==> src/rtl/core/hea_pkg.sv <==
// ----------------------------------------------------------------------------
// hea_pkg
// Shared types, codes and constants of the Hermite expansion accumulator.
// ----------------------------------------------------------------------------
package hea_pkg;

    localparam int DEF_MAX_ORDER = 7;
    localparam int MAX_LEVEL     = 20;
    // Wide enough for a term index at the largest supported order (15).
    localparam int KW            = 4;

    localparam logic signed [63:0] Q32_ONE = 64'sh0000_0001_0000_0000;
    localparam logic signed [63:0] Q64_MAX = 64'sh7FFF_FFFF_FFFF_FFFF;
    localparam logic signed [63:0] Q64_MIN = 64'sh8000_0000_0000_0000;

    typedef enum logic [1:0] {
        CMD_ADD   = 2'd0,
        CMD_READ  = 2'd1,
        CMD_CLEAR = 2'd2,
        CMD_NOP   = 2'd3
    } cmd_t;

    typedef enum logic [1:0] {
        CFG_CENTER_X = 2'd0,
        CFG_CENTER_Y = 2'd1,
        CFG_CENTER_Z = 2'd2,
        CFG_LEVEL    = 2'd3
    } cfg_idx_t;

    typedef enum logic [1:0] {
        AX_X = 2'd0,
        AX_Y = 2'd1,
        AX_Z = 2'd2
    } axis_t;

    // Operand pairs fed to the shared multiplier.
    typedef enum logic [2:0] {
        OP_PW_D = 3'd0,  // previous power * offset
        OP_PW_R = 3'd1,  // product * 1/k
        OP_T_XY = 3'd2,  // px * py
        OP_T_Z  = 3'd3,  // product * pz
        OP_T_S  = 3'd4   // product * strength
    } op_t;

    typedef struct packed {
        logic [1:0]         cmd;
        logic signed [31:0] src_x;
        logic signed [31:0] src_y;
        logic signed [31:0] src_z;
        logic signed [31:0] strength;
        logic [8:0]         coeff_index;
    } req_t;

    typedef struct packed {
        logic signed [63:0] coeff_value;
        logic               saturated;
    } rsp_t;

    typedef struct packed {
        logic          latch;
        logic          setup;
        logic          prev_init;
        axis_t         axis;
        logic          mul_start;
        op_t           op;
        logic          pw_store;
        logic [KW-1:0] k;
        logic [KW-1:0] j;
        logic [KW-1:0] v;
        logic          ram_rd;
        logic          acc_wr;
        logic          clr_wr;
        logic          rd_sel;
    } ctl_t;

    typedef struct packed {
        logic mul_done;
    } sts_t;

    // Q32.32 reciprocals of k.
    function automatic logic signed [63:0] recip(input logic [3:0] k);
        logic signed [63:0] r;
        case (k)
            4'd1:    r = 64'sd4294967296;
            4'd2:    r = 64'sd2147483648;
            4'd3:    r = 64'sd1431655765;
            4'd4:    r = 64'sd1073741824;
            4'd5:    r = 64'sd858993459;
            4'd6:    r = 64'sd715827883;
            4'd7:    r = 64'sd613566757;
            4'd8:    r = 64'sd536870912;
            4'd9:    r = 64'sd477218588;
            4'd10:   r = 64'sd429496730;
            4'd11:   r = 64'sd390451572;
            4'd12:   r = 64'sd357913941;
            4'd13:   r = 64'sd330382100;
            4'd14:   r = 64'sd306783378;
            4'd15:   r = 64'sd286331153;
            default: r = 64'sd0;
        endcase
        return r;
    endfunction

endpackage

==> src/rtl/core/hea_ctrl.sv <==
// ----------------------------------------------------------------------------
// hea_ctrl
// Sequencer: store clearing sweep, power chains per axis, per-coefficient
// multiply-accumulate loop and coefficient reads.
// ----------------------------------------------------------------------------
module hea_ctrl #(
    parameter int MAX_ORDER = hea_pkg::DEF_MAX_ORDER
) (
    input  logic          clk,
    input  logic          rst_n,
    input  logic          start,
    input  logic [1:0]    cmd,
    input  hea_pkg::sts_t sts,
    output hea_pkg::ctl_t ctl,
    output logic [$clog2((MAX_ORDER+1)**3)-1:0] addr,
    output logic          busy,
    output logic          valid
);

    import hea_pkg::*;

    localparam int NTERM = MAX_ORDER + 1;
    localparam int DEPTH = NTERM * NTERM * NTERM;
    localparam int AW    = $clog2(DEPTH);
    localparam int IW    = $clog2(NTERM);

    typedef enum logic [16:0] {
        S_IDLE  = 17'h00001,
        S_CLR   = 17'h00002,
        S_SETUP = 17'h00004,
        S_PW1   = 17'h00008,
        S_PW1W  = 17'h00010,
        S_PW2   = 17'h00020,
        S_PW2W  = 17'h00040,
        S_PST   = 17'h00080,
        S_T1    = 17'h00100,
        S_T1W   = 17'h00200,
        S_T2    = 17'h00400,
        S_T2W   = 17'h00800,
        S_T3    = 17'h01000,
        S_T3W   = 17'h02000,
        S_ACC   = 17'h04000,
        S_READ  = 17'h08000,
        S_RESP  = 17'h10000
    } state_t;

    state_t        state_reg, state_next;
    logic [AW-1:0] idx_reg, idx_next;
    logic [IW-1:0] k_reg, k_next;
    logic [IW-1:0] j_reg, j_next;
    logic [IW-1:0] v_reg, v_next;
    axis_t         axis_reg, axis_next;

    logic          idx_last;
    logic          k_last;
    logic          j_last;

    always_ff @(posedge clk or negedge rst_n)
    begin
        if (!rst_n)
        begin
            state_reg <= S_CLR;
            idx_reg   <= '0;
            k_reg     <= '0;
            j_reg     <= '0;
            v_reg     <= '0;
            axis_reg  <= AX_X;
        end
        else
        begin
            state_reg <= state_next;
            idx_reg   <= idx_next;
            k_reg     <= k_next;
            j_reg     <= j_next;
            v_reg     <= v_next;
            axis_reg  <= axis_next;
        end
    end

    always_comb
    begin
        idx_last   = idx_reg == AW'(DEPTH - 1);
        k_last     = k_reg == IW'(MAX_ORDER);
        j_last     = j_reg == IW'(MAX_ORDER);
        state_next = state_reg;
        idx_next   = idx_reg;
        k_next     = k_reg;
        j_next     = j_reg;
        v_next     = v_reg;
        axis_next  = axis_reg;
        ctl        = '0;
        ctl.axis   = axis_reg;
        ctl.k      = KW'(k_reg);
        ctl.j      = KW'(j_reg);
        ctl.v      = KW'(v_reg);
        valid      = 1'b0;

        case (state_reg)
            S_IDLE:
            begin
                if (start)
                begin
                    ctl.latch = 1'b1;
                    case (cmd)
                        CMD_ADD:   state_next = S_SETUP;
                        CMD_READ:  state_next = S_READ;
                        CMD_CLEAR:
                        begin
                            idx_next   = '0;
                            state_next = S_CLR;
                        end
                        default:   state_next = S_IDLE;
                    endcase
                end
            end
            S_CLR:
            begin
                ctl.clr_wr = 1'b1;
                idx_next   = idx_reg + AW'(1);
                if (idx_last)
                begin
                    idx_next   = '0;
                    state_next = S_IDLE;
                end
            end
            S_SETUP:
            begin
                ctl.setup     = 1'b1;
                ctl.prev_init = 1'b1;
                axis_next     = AX_X;
                k_next        = IW'(1);
                state_next    = S_PW1;
            end
            S_PW1:
            begin
                ctl.mul_start = 1'b1;
                ctl.op        = OP_PW_D;
                state_next    = S_PW1W;
            end
            S_PW1W:
            begin
                if (sts.mul_done)
                begin
                    state_next = S_PW2;
                end
            end
            S_PW2:
            begin
                ctl.mul_start = 1'b1;
                ctl.op        = OP_PW_R;
                state_next    = S_PW2W;
            end
            S_PW2W:
            begin
                if (sts.mul_done)
                begin
                    state_next = S_PST;
                end
            end
            S_PST:
            begin
                ctl.pw_store = 1'b1;
                state_next   = S_PW1;
                k_next       = k_reg + IW'(1);
                if (k_last)
                begin
                    k_next = IW'(1);
                    if (axis_reg == AX_Z)
                    begin
                        k_next     = '0;
                        j_next     = '0;
                        v_next     = '0;
                        idx_next   = '0;
                        state_next = S_T1;
                    end
                    else
                    begin
                        ctl.prev_init = 1'b1;
                        axis_next     = (axis_reg == AX_X) ? AX_Y : AX_Z;
                    end
                end
            end
            S_T1:
            begin
                ctl.mul_start = 1'b1;
                ctl.op        = OP_T_XY;
                ctl.ram_rd    = 1'b1;
                state_next    = S_T1W;
            end
            S_T1W:
            begin
                if (sts.mul_done)
                begin
                    state_next = S_T2;
                end
            end
            S_T2:
            begin
                ctl.mul_start = 1'b1;
                ctl.op        = OP_T_Z;
                state_next    = S_T2W;
            end
            S_T2W:
            begin
                if (sts.mul_done)
                begin
                    state_next = S_T3;
                end
            end
            S_T3:
            begin
                ctl.mul_start = 1'b1;
                ctl.op        = OP_T_S;
                state_next    = S_T3W;
            end
            S_T3W:
            begin
                if (sts.mul_done)
                begin
                    state_next = S_ACC;
                end
            end
            S_ACC:
            begin
                ctl.acc_wr = 1'b1;
                idx_next   = idx_reg + AW'(1);
                k_next     = k_reg + IW'(1);
                state_next = S_T1;
                if (k_last)
                begin
                    k_next = '0;
                    j_next = j_reg + IW'(1);
                    if (j_last)
                    begin
                        j_next = '0;
                        v_next = v_reg + IW'(1);
                    end
                end
                if (idx_last)
                begin
                    idx_next   = '0;
                    state_next = S_IDLE;
                end
            end
            S_READ:
            begin
                ctl.rd_sel = 1'b1;
                ctl.ram_rd = 1'b1;
                state_next = S_RESP;
            end
            S_RESP:
            begin
                valid      = 1'b1;
                state_next = S_IDLE;
            end
            default:
            begin
                state_next = S_IDLE;
            end
        endcase
    end

    assign addr = idx_reg;
    assign busy = state_reg != S_IDLE;

endmodule

==> config.mk <==
export PLATFORM = sky130hd
export DESIGN_NAME = hea_ctrl
export DESIGN_NICKNAME = d
export VERILOG_FILES = /design/src/rtl/core/hea_pkg.sv /design/src/rtl/core/hea_ctrl.sv
export SDC_FILE = /design/constraint.sdc
export NUM_CORES = 1
export LEC_CHECK = 0
export BUFFER_PORTS_ARGS = -buffer_cell sky130_fd_sc_hd__buf_2
export CORE_MARGIN = 10
export CORE_UTILIZATION = 59
export DETAILED_ROUTE_END_ITERATION = 12
export GPL_TIMING_DRIVEN = 0
export MAX_ROUTING_LAYER = met4
export PLACE_DENSITY = 0.85
export SLEW_MARGIN = 20
export SYNTH_ARGS = -nofsm -noshare
export SYNTH_HDL_FRONTEND = slang
export SYNTH_SLANG_ARGS = --single-unit
==> constraint.sdc <==
create_clock -name clk -period 4.8 [get_ports clk]
set_input_delay 0.96 -clock clk [delete_from_list [all_inputs] [get_ports clk]]
set_output_delay 0.96 -clock clk [all_outputs]
set_load 0.01 [all_outputs]
==> run metrics, run 1 <==
status=finished clean; CTS tree=built; Post-synth top flop=dfrtp_1; total number of vias=1941; commonest non-fill, non-tap cell in the layout=buf_2; DRT iter0 DRCs=205; critical path startpoint category=flop; cts hold-fix bufs=0; Multi-input gate area=0.00117 mm2; DR pass1 iterations=4; most frequent cells in the layout=buf_2, dfrtp_1, nand2_1; GPL Wtd Cong=0.932; DRT antenna net count=0; Synth area leader=dfrtp_1; CP Class=flop to output pin; DIE HEIGHT=80.7 um; Yosys top cell area share=0.415; final-report max-slew violation count=0; row cnt=21; initial antenna violation count=0; Starting Density=0.631; n_diodes=0; Critical path buffers and inverters=2; power density over the cells=350 mW/mm2; max reg flops=17; family with the most delay on the worst path=simple AND/OR/NAND/NOR gates; ratio of final minimum period to clock period=0.756; P_leak=1.29 nW; nets=285; Async SR Flop Fraction=1.00; #FFs+latches synth=37; Period minus WS final=3.63 ns; worst path required time=3.84 ns; synth top area cells=dfrtp_1, ha_1, nand2_1, o21ai_0, nor2_1; final hold vios=0; CTS root buffer=clkbuf_8; share of cells above drive strength 1=0.267; Setup Viol. Count Final=0; Die Footprint=0.00651 mm2; Seq/Total Area, Yosys=0.427; worst-margin pin slew=0.802 ns; Peak supply drop=0.221 mV; post-synthesis cell type count=59; post-CTS setup buffers=0; H-tree depth=2; final wirelength=5.44 mm; RSZ-0062 raised after global routing=false; Num CTS Buffers=5; Post-synth EDFFs=0; Vias/cell=6.08; Post-Syn Area=0.00217 mm2; cell count after placement=311; DRC=0; Fillers=275; min-delay worst type=flop to flop; final setup TNS=0 ns; arrival time at the worst endpoint=2.67 ns; Reg area=927 um2; first-pass GRT wire length=9.10 mm; IO buf count=39; Crit-path slowest cell=or4b_2; Setup crit end kind=output pin; max cap viols=0; clock latency on the worst-skew pair=0.29 ns; synth warn=0; Clock Tree Buf Depth=2; post-route insts no fill=319; largest net degree at the start of global routing=38; Worst-path clk slew=0.07 ns; Worst path max stage delay=0.77 ns; Synth Instances=224; area grow syn2layout=16.1%; vias in the first global route=1896; Overflow after GRT=0; slew margin rel.=0.465; WL/cell=17.1 um; fmax=275 MHz; clk sink count=37; Core ar.=0.00344 mm2; dpl hpwl=4.18 mm; post-CTS sizing=0; critical path fanouts, max=9; CP Cell Sequence=nor4_4, nand4_1, or4b_2, inv_1, buf_2; boundary pin count=43; tightest hold margin=0.520 ns; die span in x=80.7 um; total track usage=0.179; synthesized area per cell=9.70 um2; Max Clock Skew=0.00435 ns
==> through the flow <==
stage / util / cell area [um2] / power [mW] / setup slack [ns]
after global routing: 0.733 / 2520 / 0.937 / 0.987
final: 0.733 / 2520 / 0.883 / 1.17
after CTS: 0.733 / 2520 / 0.885 / 1.19
after detailed placement: 0.707 / 2430 / 0.664 / 1.53
after floorplan: - / 2180 / 0.575 / 1.91
after global placement: 0.707 / 2430 / 0.660 / 1.55
==> kinds of logic after synthesis <==
group / synth area share
adder cells (fa/ha/maj): 0.0403
AND/OR/NAND/NOR: 0.305
AO/OA/AOI/OAI: 0.163
buffers and inverters: 0.0392
other: 0.00173
XOR/XNOR: 0.0242
flip-flops: 0.427
==> worst paths after layout <==
kind	depth (start not counted)	endpoint	slack [ns]	startpoint
setup / recovery	5	ctl[24]	1.17	state_reg[9]$_DFFE_PN0P_
hold / removal	1	v_reg[0]$_DFFE_PN0P_	0.52	v_reg[0]$_DFFE_PN0P_
setup reg to reg	6	addr[6]$_DFFE_PN0P_	2.12	state_reg[9]$_DFFE_PN0P_
hold reg to reg	1	v_reg[0]$_DFFE_PN0P_	0.52	v_reg[0]$_DFFE_PN0P_
max in group asynchronous	1	state_reg[2]$_DFFE_PN0P_	3.53	rst_n
min in group asynchronous	1	state_reg[5]$_DFFE_PN0P_	0.76	rst_n
==> synthesized netlist by cell type, types with 3 or more instances <==
cell	number
nor3b_1	4
nand3_1	9
nand2b_1	6
o31ai_1	5
inv_1	11
a21o_1	3
xor2_1	6
nor4b_1	3
nor4_1	7
ha_1	7
buf_4	3
or4b_2	5
nor2_1	16
nand2_1	21
or2_2	5
dfrtp_1	36
nor3_1	10
o21ai_0	15
nand4_1	6
==> report_power, final <==
part / switching, mW / internal, mW / total (mW)
sequential: 0.0256 / 0.331 / 0.357
combinational: 0.187 / 0.119 / 0.306
clock: 0.103 / 0.117 / 0.221
==> metal layers <==
metal	up-vias	part of all wire	track usage
li1	941	-	-
met1	915	0.43	0.225
met2	80	0.47	0.268
met3	5	0.090	0.0568
met4	0	0.0083	0.0519
met5	-	0	-
==> cell type report <==
cell class,instances,area share
multi-input combinational,170,0.463
timing repair buffer,39,0.0774
tap,46,0.0228
buffer,6,0.0144
sequential,37,0.368
clock buffer,8,0.0357
inverter,13,0.0193
Note: power is estimated with default switching activity, not from simulation.
==> run 2: changes to the inputs <==
--- a/config.mk
+++ b/config.mk
@@ -7,11 +7,11 @@
 export LEC_CHECK = 0
 export BUFFER_PORTS_ARGS = -buffer_cell sky130_fd_sc_hd__buf_2
 export CORE_MARGIN = 10
-export CORE_UTILIZATION = 59
+export CORE_UTILIZATION = 49
 export DETAILED_ROUTE_END_ITERATION = 12
 export GPL_TIMING_DRIVEN = 0
 export MAX_ROUTING_LAYER = met4
-export PLACE_DENSITY = 0.85
+export PLACE_DENSITY = 0.75
 export SLEW_MARGIN = 20
 export SYNTH_ARGS = -nofsm -noshare
 export SYNTH_HDL_FRONTEND = slang
==> constraint.sdc (replaced) <==
create_clock -name clk -period 2.92 [get_ports clk]
set_input_delay 0.584 -clock clk [delete_from_list [all_inputs] [get_ports clk]]
set_output_delay 0.584 -clock clk [all_outputs]
set_load 0.01 [all_outputs]
==> run metrics, run 2 (synthesized netlist as in run 1, its figures left out) <==
final setup TNS=0 ns (unchanged); final wirelength=5.55 mm (+1.9%); Tot Pwr=1.49 mW (+69%); Max Clock Skew=0.00676 ns (+0.00241 ns); worst-margin pin slew=0.816 ns (+0.0143 ns); Setup crit end kind=output pin; DR pass1 iterations=4 (unchanged); area grow syn2layout=20.4%; R2R Setup Slk=0.30 ns (-1.82 ns); IO buf count=39 (unchanged); max reg flops=17 (unchanged); fmax=355 MHz; DRT antenna net count=0 (unchanged); slew margin rel.=0.456 (-0.00953); share of cells above drive strength 1=0.315 (+0.0480); worst path required time=2.34 ns (-1.50 ns); worst slack at placement=0.0624 ns (-1.46 ns); die span in x=86.6 um (+7.3%); Vias/cell=5.94 (-2.4%); reg2reg path depth=7 (+1); nets=292 (+2.5%); critical path startpoint category=flop; first-pass GRT wire length=9.23 mm (+1.4%); power density over the cells=570 mW/mm2 (+63%); Worst-path clk slew=0.07 ns (about the same); CTS tree=built; CTS root buffer=clkbuf_8; clk sink count=37 (unchanged); final setup margin=0.0995 ns (-1.07 ns); Clock Tree Buf Depth=2 (unchanged); boundary pin count=43 (unchanged); Peak supply drop=0.352 mV (+59%); largest net degree at the start of global routing=38 (unchanged); GPL Wtd Cong=0.895 (-4.0%); Core ar.=0.00432 mm2 (+26%); arrival time at the worst endpoint=2.24 ns (-0.43 ns); total track usage=0.154 (-0.0245); Multi-input gate area=0.00120 mm2 (+2.8%); critical path fanouts, max=6 (-3); worst reg2reg endpoint=addr[6]$_DFFE_PN0P_; cts hold-fix bufs=0 (unchanged); Starting Density=0.502 (-0.129); most frequent cells in the layout=buf_2, dfrtp_1, nand2_1; reg2reg start=state_reg[12]$_DFFE_PN0P_; post-route insts no fill=331 (+3.8%); Die Footprint=0.00750 mm2 (+15%); row cnt=24 (+14%); commonest non-fill, non-tap cell in the layout=buf_2; Setup Viol. Count Final=0 (unchanged); WL/cell=16.8 um (-1.8%); n_diodes=0 (unchanged); Reg area=931 um2 (+0.40%); ratio of final minimum period to clock period=0.966; Overflow after GRT=0 (unchanged); DIE HEIGHT=86.6 um (+7.3%); Fillers=397 (+44%); DRT iter0 DRCs=169 (-18%); H-tree depth=2 (unchanged); dpl hpwl=4.04 mm (-3.3%); status=finished clean; cell count after placement=317 (+1.9%); max cap viols=0 (unchanged); clock latency on the worst-skew pair=0.29 ns (about the same); DRC=0 (unchanged); min-delay worst type=input port to asynchronous set/reset pin; CP Class=flop to output pin; vias in the first global route=1917 (+1.1%); final hold vios=0 (unchanged); total number of vias=1966 (+1.3%); Period minus WS final=2.82 ns; final-report max-slew violation count=0 (unchanged); tightest hold margin=0.391 ns (-0.129 ns); P_leak=1.32 nW (+2.3%); initial antenna violation count=0 (unchanged); Num CTS Buffers=5 (unchanged)
run 2: changes by cell type in the layout (fill, tap and decap cells not counted), sizes merged:
cell    previous run  this run
buf               43        50
clkbuf            10         9
run 2: layout make-up:
cell class / instances / area share
Buffer: 6 / 0.0139
Clock buffer: 7 / 0.0330
Inverter: 13 / 0.0187
Multi-Input combinational cell: 170 / 0.459
Sequential cell: 37 / 0.356
Tap cell: 52 / 0.0249
Timing Repair Buffer: 46 / 0.0947
run 2: worst max-delay path, cell delays in order, from the launching register on:
cell	delay, ns
dfrtp_1	0.46
nor4_4	0.40
buf_4	0.19
nand4_1	0.28
nor3b_2	0.35
nand2b_1	0.14
buf_2	0.13
run 2: how the worst max path moves through the flow:
| stage | to | depth (start not counted) | slack, ns | from |
|---|---|---|---|---|
| 2_1_floorplan | ctl[24] | 4 | 0.41 | state_reg[9]$_DFFE_PN0P_ |
| 3_3_place_gp | ctl[24] | 5 | 0.05 | state_reg[9]$_DFFE_PN0P_ |
| 3_5_place_dp | ctl[24] | 5 | 0.06 | state_reg[9]$_DFFE_PN0P_ |
| 4_1_cts | ctl[2] | 6 | 0.006 | state_reg[13]$_DFFE_PN0P_ |
| 5_1_grt | ctl[3] | 6 | -0.02 | state_reg[12]$_DFFE_PN0P_ |
| 6_report | ctl[3] | 6 | 0.1 | state_reg[12]$_DFFE_PN0P_ |
run 2: layer usage:
| metal | share of wire | track usage | wire, um |
|---|---|---|---|
| met1 | 0.46 | 0.197 | 2550 |
| met2 | 0.48 | 0.236 | 2650 |
| met3 | 0.049 | 0.0413 | 274 |
| met4 | 0.013 | 0.0427 | 72 |
| met5 | 0 | - | 0 |
run 2: what timing repair did:
action,CTS,global route
setup endpoints to repair,6,9
buffers inserted,5,2
pin swaps,3,3
resized for setup,3,7
run 2: stage by stage:
| step | util | area (um2) |
|---|---|---|
| after floorplan | - | 2180 |
| after global placement | 0.564 | 2440 |
| after detailed placement | 0.564 | 2440 |
| after CTS | 0.596 | 2580 |
| after global routing | 0.605 | 2620 |
| final | 0.605 | 2620 |
run 2: where the power goes:
group	internal (mW)	total [mW]	switching [mW]
clock	0.187	0.359	0.172
combinational	0.221	0.542	0.321
sequential	0.545	0.590	0.0450
